===== config.mk =====
export PLATFORM = sky130hd
export DESIGN_NAME = lufm_ctrl
export DESIGN_NICKNAME = d
export VERILOG_FILES = /design/src/hw/rtl/lufm_pkg.sv /design/src/hw/rtl/lufm_ctrl.sv
export SDC_FILE = /design/constraint.sdc
export NUM_CORES = 1
export LEC_CHECK = 0
export BUFFER_PORTS_ARGS = -buffer_cell sky130_fd_sc_hd__clkbuf_2
export CAP_MARGIN = 30
export CORE_MARGIN = 5
export CORE_UTILIZATION = 46
export DETAILED_ROUTE_END_ITERATION = 10
export PLACE_DENSITY = 0.79
export REMOVE_ABC_BUFFERS = 1
export SETUP_SLACK_MARGIN = 0.05
export SYNTH_ARGS = -nofsm -noshare
export SYNTH_HDL_FRONTEND = slang
export SYNTH_SLANG_ARGS = --single-unit

===== constraint.sdc =====
create_clock -name clk -period 1.6 [get_ports clk]
set_input_delay 0.48 -clock clk [delete_from_list [all_inputs] [get_ports clk]]
set_output_delay 0.48 -clock clk [all_outputs]
set_load 0.01 [all_outputs]

===== src/hw/rtl/lufm_pkg.sv =====
`timescale 1ns / 1ps
package lufm_pkg;
	localparam int NODES = 1024;
	localparam int LEVELS = 10;
	localparam int NODE_W = 10;
	localparam int LVL_W = 4;
	localparam int ADDR_W = LVL_W + NODE_W;
	localparam int DEPTH = LEVELS * NODES;
	localparam int ENT_W = 11;
	localparam int TOTAL_W = 14;
	localparam int MERGE_W = 4;
	localparam logic [TOTAL_W-1:0] TOTAL_MAX = '1;
	localparam logic [MERGE_W-1:0] MERGE_MAX = '1;

	// entry: [10] root flag; root holds size-1 in [9:0], else parent in [9:0]
	typedef struct packed {
		logic           start;
		logic           clear_step;
		logic           ld_a;
		logic           ld_b;
		logic           walk;
		logic           compress;
		logic           join_w;
		logic           size_w;
		logic           next_level;
		logic           finish;
	} cmd_t;

	typedef struct packed {
		logic           clear_done;
		logic           is_root;
		logic           compress_done;
		logic           same_set;
		logic           last_level;
		logic           skip;
	} sts_t;
endpackage


===== src/hw/rtl/lufm_ctrl.sv =====
`timescale 1ns / 1ps
module lufm_ctrl import lufm_pkg::*; (
	input  logic clk,
	input  logic arst_n,
	input  logic in_fire,
	input  logic out_free,
	input  logic out_fire,
	input  logic node_bad,
	input  sts_t sts,
	output cmd_t cmd,
	output logic in_ready,
	output logic out_valid
);
	localparam logic [3:0] S_CLR = 4'd0, S_IDLE = 4'd1, S_LVL = 4'd2, S_WAIT = 4'd3,
		S_WALK = 4'd4, S_CMP = 4'd5, S_JOIN = 4'd6, S_SIZE = 4'd7, S_NEXT = 4'd8,
		S_DONE = 4'd9, S_CW = 4'd10, S_CRD = 4'd11;
	logic [3:0] state_q;
	logic side_q, skip_q, valid_q;

	assign in_ready = (state_q == S_IDLE) && out_free;
	assign out_valid = valid_q;

	always_comb begin
		cmd = '0;
		cmd.start = in_fire;
		cmd.clear_step = state_q == S_CLR;
		cmd.ld_a = state_q == S_LVL;
		cmd.walk = state_q == S_WALK;
		cmd.compress = state_q == S_CMP && !sts.compress_done;
		cmd.ld_b = state_q == S_CMP && sts.compress_done && !side_q;
		cmd.join_w = state_q == S_JOIN && !sts.same_set;
		cmd.size_w = state_q == S_SIZE;
		cmd.next_level = state_q == S_NEXT;
		cmd.finish = state_q == S_DONE;
	end

	always_ff @(posedge clk or negedge arst_n) begin
		if (!arst_n) begin
			state_q <= S_CLR; side_q <= 1'b0; skip_q <= 1'b0; valid_q <= 1'b0;
		end else begin
			if (out_fire) valid_q <= 1'b0;
			unique case (state_q)
				S_CLR: if (sts.clear_done) state_q <= S_IDLE;
				S_IDLE: if (in_fire) begin skip_q <= node_bad; state_q <= S_CW; end
				S_CW: state_q <= (skip_q || sts.skip) ? S_DONE : S_LVL;
				S_LVL: begin side_q <= 1'b0; state_q <= S_WAIT; end
				S_WAIT: state_q <= S_WALK;
				S_WALK: state_q <= sts.is_root ? S_CRD : S_WAIT;
				S_CRD: state_q <= S_CMP;
				S_CMP: if (sts.compress_done) begin
					if (side_q) state_q <= S_JOIN;
					else begin side_q <= 1'b1; state_q <= S_WAIT; end
				end else state_q <= S_CRD;
				S_JOIN: state_q <= sts.same_set ? S_NEXT : S_SIZE;
				S_SIZE: state_q <= S_NEXT;
				S_NEXT: state_q <= sts.last_level ? S_DONE : S_LVL;
				S_DONE: begin valid_q <= 1'b1; state_q <= S_IDLE; end
				default: state_q <= S_CLR;
			endcase
		end
	end
endmodule


==> flow_summary_export.csv <==
group,metric,value,unit
run_status,outcome,"complete, but fails checks",
run_status,violations,"negative setup slack",
place,place.gp.congestion,0.938,
place,dp_hpwl,1470,µm
sta,fin_crit_sh,1.14,
place,place.port_buffers,23,
worst_setup_path,crit_fanout,5,
synthesis,yosys_warnings,0,
sta,report.final.hold_viol_count,0,
drt,wl_per_cell,17.5,µm
sta,min_period,1820,ps
synthesis,syn_area_per_cell,8.41,µm²
drt,first_pass_iters,4,
worst_setup_path,cp-start-kind,"register",
sta,setup_tns,-1450,ps
synthesis,ys_seq_elements,7,
synthesis,netlist_top_cells_area,"dfrtp_1, buf_4, nor3_1",
worst_setup_path,required,1120,ps
floorplanning,coreArea,1350,µm²
drt,drt_iter0_drc,61,
worst_setup_path,cpPeakStageDelay,450,ps
worst_setup_path,critPathKind,"reg2out",
worst_setup_path,cpLargestDelayFamily,"flip-flops",
worst_setup_path,rrSetupSlack,80,ps
global_route,grt-ovfl-total,0,
power,p_per_area,2130,nW/µm²
cells_and_area,area_growth,66.2,%
cells_and_area,drive_above_1_share,0.626,
worst_setup_path,cpMostUsedCell,"buf_6",
sta,holdWs,52.4,ps
global_route,grt_start_max_net_pins,11,
cells_and_area,nFillCells,89,
clock_tree,clk_pin_slew,60,ps
worst_setup_path,cp_data_arrival_time,1340,ps
floorplanning,die_area,2330,µm²
sta,fmax,549,MHz
clock_tree,cts_buffers,3,
global_route,grt_pass1_wl,3640,µm
floorplanning,initial_core_util,0.499,
synthesis,synth.distinct_cells,33,
synthesis,synth_edf_count,0,
floorplanning,rows,13,
synthesis,postSynth.asyncResetShare,1.00,
sta,worst_slew_pin_slew,346,ps
synthesis,synth_top_area_share,0.260,
drt,via_count,867,
power,irDropWorstVdd,0.00158,V
global_route,antenna_found_initial,0,
worst_setup_path,r2r_start,"state_q[1]$_DFFE_PN0P_",
global_route,grt_pass1_vias,796,
floorplanning,ios,24,
worst_hold_path,min-delay-path-class,"in2async",
sta,setup_slack,-220,ps
drt,avgViaCountPerCell,5.94,
synthesis,synth_flop_cell,"dfrtp_1",
clock_tree,cts_buffer_depth,2,
clock_tree,ctsHtreeMaxLevel,1,
synthesis,yosys.area.top_type,"dfrtp_1",
worst_setup_path,critPathBufInv,2,
synthesis,seq_area_frac_synth,0.260,
sta,relSlewSlack,0.768,
power,p_leak,0.000539,µW
drt,wirelength,2550,µm
cells_and_area,final_util,0.829,
worst_setup_path,crit_slowest_cell,"dfrtp_2",
synthesis,synth_area,673,µm²
drt,final_antenna_net_count,0,
floorplanning,die_h,48.3,µm
clock_tree,clock_latency,260,ps
sta,finalMaxSlewViolations,0,
clock_tree,clockRootBuffer,"clkbuf_4",
global_route,groute.usage.overall,0.224,
worst_setup_path,ff2ff_path_depth,6,
floorplanning,die_w,48.3,µm
worst_setup_path,rr_endpoint,"state_q[3]$_DFFE_PN0P_",
drt,drcViolationCount,0,
sta,setup_violations,10,
synthesis,postSynthCellCount,80,
run,cap_violations,0,
cells_and_area,layout.nets,144,
sta,rsz0062_at_grt,"true",
cells_and_area,antenna_cells,0,
clock_tree,clock-sinks,7,
clock_tree,cts_tree,"built",
worst_setup_path,end_kind,"output pin",
sta,fin_skew,6.72,ps
worst_setup_path,crit_chain,"and2b_2, buf_6, and3_4, buf_6",
[registers in the layout, indices dropped and copies added, names as in the netlist]
register   count
out_valid      1
skip_q         1
side_q         1
state_q        4
[kinds of logic after synthesis]
family | Yosys count | share of synthesized area
buffers and inverters | 11 | 0.123
and+or+nand+nor | 42 | 0.375
muxes | 2 | 0.0372
AOI/OAI and AO/OA | 18 | 0.204
DFF | 7 | 0.260
[cell usage in the layout, fill, tap and decap left out, types with 2 or more instances in the layout]
cell type	synthesis	final
buf_4	5	26
clkbuf_2	0	13
nor2_1	9	9
buf_2	0	9
nand2_1	6	6
buf_6	3	6
o21ai_0	5	5
nand2b_4	2	4
dfrtp_1	7	4
nor3_2	0	3
inv_1	3	3
nor3_1	7	3
clkbuf_4	0	3
dfrtp_2	0	3
nor2_4	2	2
nand3_1	3	2
a21oi_1	2	2
nand2b_1	2	2
o31a_1	2	2
[stage by stage]
step / power (µW) / instances / worst slack (ps) / cell area [µm²]
final: 2380 / 146 / -220 / 1120
after global routing: 2490 / 146 / -276 / 1120
after CTS: 2070 / 139 / -211 / 1030
after detailed placement: 1560 / 122 / 30.9 / 838
after global placement: 1530 / 122 / 68.4 / 838
after floorplan: 1070 / 72 / -198 / 602
[report_power, final]
part	internal [µW]	switching, µW
Combinational	975	840
Clock	96.1	79.6
Sequential	269	120
Total	1340	1040
[cells in the mapped netlist (3+ instances only)]
| master | count |
|---|---|
| buf_4 | 5 |
| buf_6 | 3 |
| dfrtp_1 | 7 |
| inv_1 | 3 |
| nand2_1 | 6 |
| nand3_1 | 3 |
| nor2_1 | 9 |
| nor3_1 | 7 |
| o21ai_0 | 5 |
[cell type report]
cell class | count | area [µm²] | area share
tap | 15 | 18.8 | 0.0168
multi-input combinational | 62 | 490 | 0.438
clock buffer | 4 | 26.3 | 0.0235
timing repair buffer | 55 | 393 | 0.351
sequential | 7 | 179 | 0.160
inverter | 3 | 11.3 | 0.0101
[worst reg2reg max path, delay by kind of cell (launching register included)]
kind                   cells  cell delay, ps
and+or+nand+nor            3             360
buffers and inverters      2             360
DFF                        1             400
AOI/OAI and AO/OA          1             290
[metal layers]
layer,vias to the layer above,part of all wire,global-route usage
met2,65,0.50,0.383
met1,401,0.36,0.275
li1,387,-,-
met3,14,0.11,0.0480
met5,-,0,0
met4,0,0.031,0.0753
[worst max path at each step]
stage	slack (ps)	to	from	cells after the start
after floorplan	-200	cmd[6]	state_q[1]$_DFFE_PN0P_	3
after global placement	70	cmd[3]	state_q[0]$_DFFE_PN0P_	4
after detailed placement	30	cmd[8]	state_q[3]$_DFFE_PN0P_	3
after CTS	-210	in_ready	state_q[0]$_DFFE_PN0P_	4
after global routing	-280	cmd[6]	state_q[1]$_DFFE_PN0P_	4
final	-220	in_ready	state_q[0]$_DFFE_PN0P_	4
[what timing repair did]
| item | 4_1_cts | 5_1_grt |
|---|---|---|
| setup buffers | 13 | 8 |
| resized for setup | 15 | 19 |
| gates cloned | 0 | 0 |
| endpoints found under the setup margin | 10 | 12 |
| pin swaps | 5 | 7 |
| hold buffers | 0 | 0 |
(Power assumes the default switching activity.)
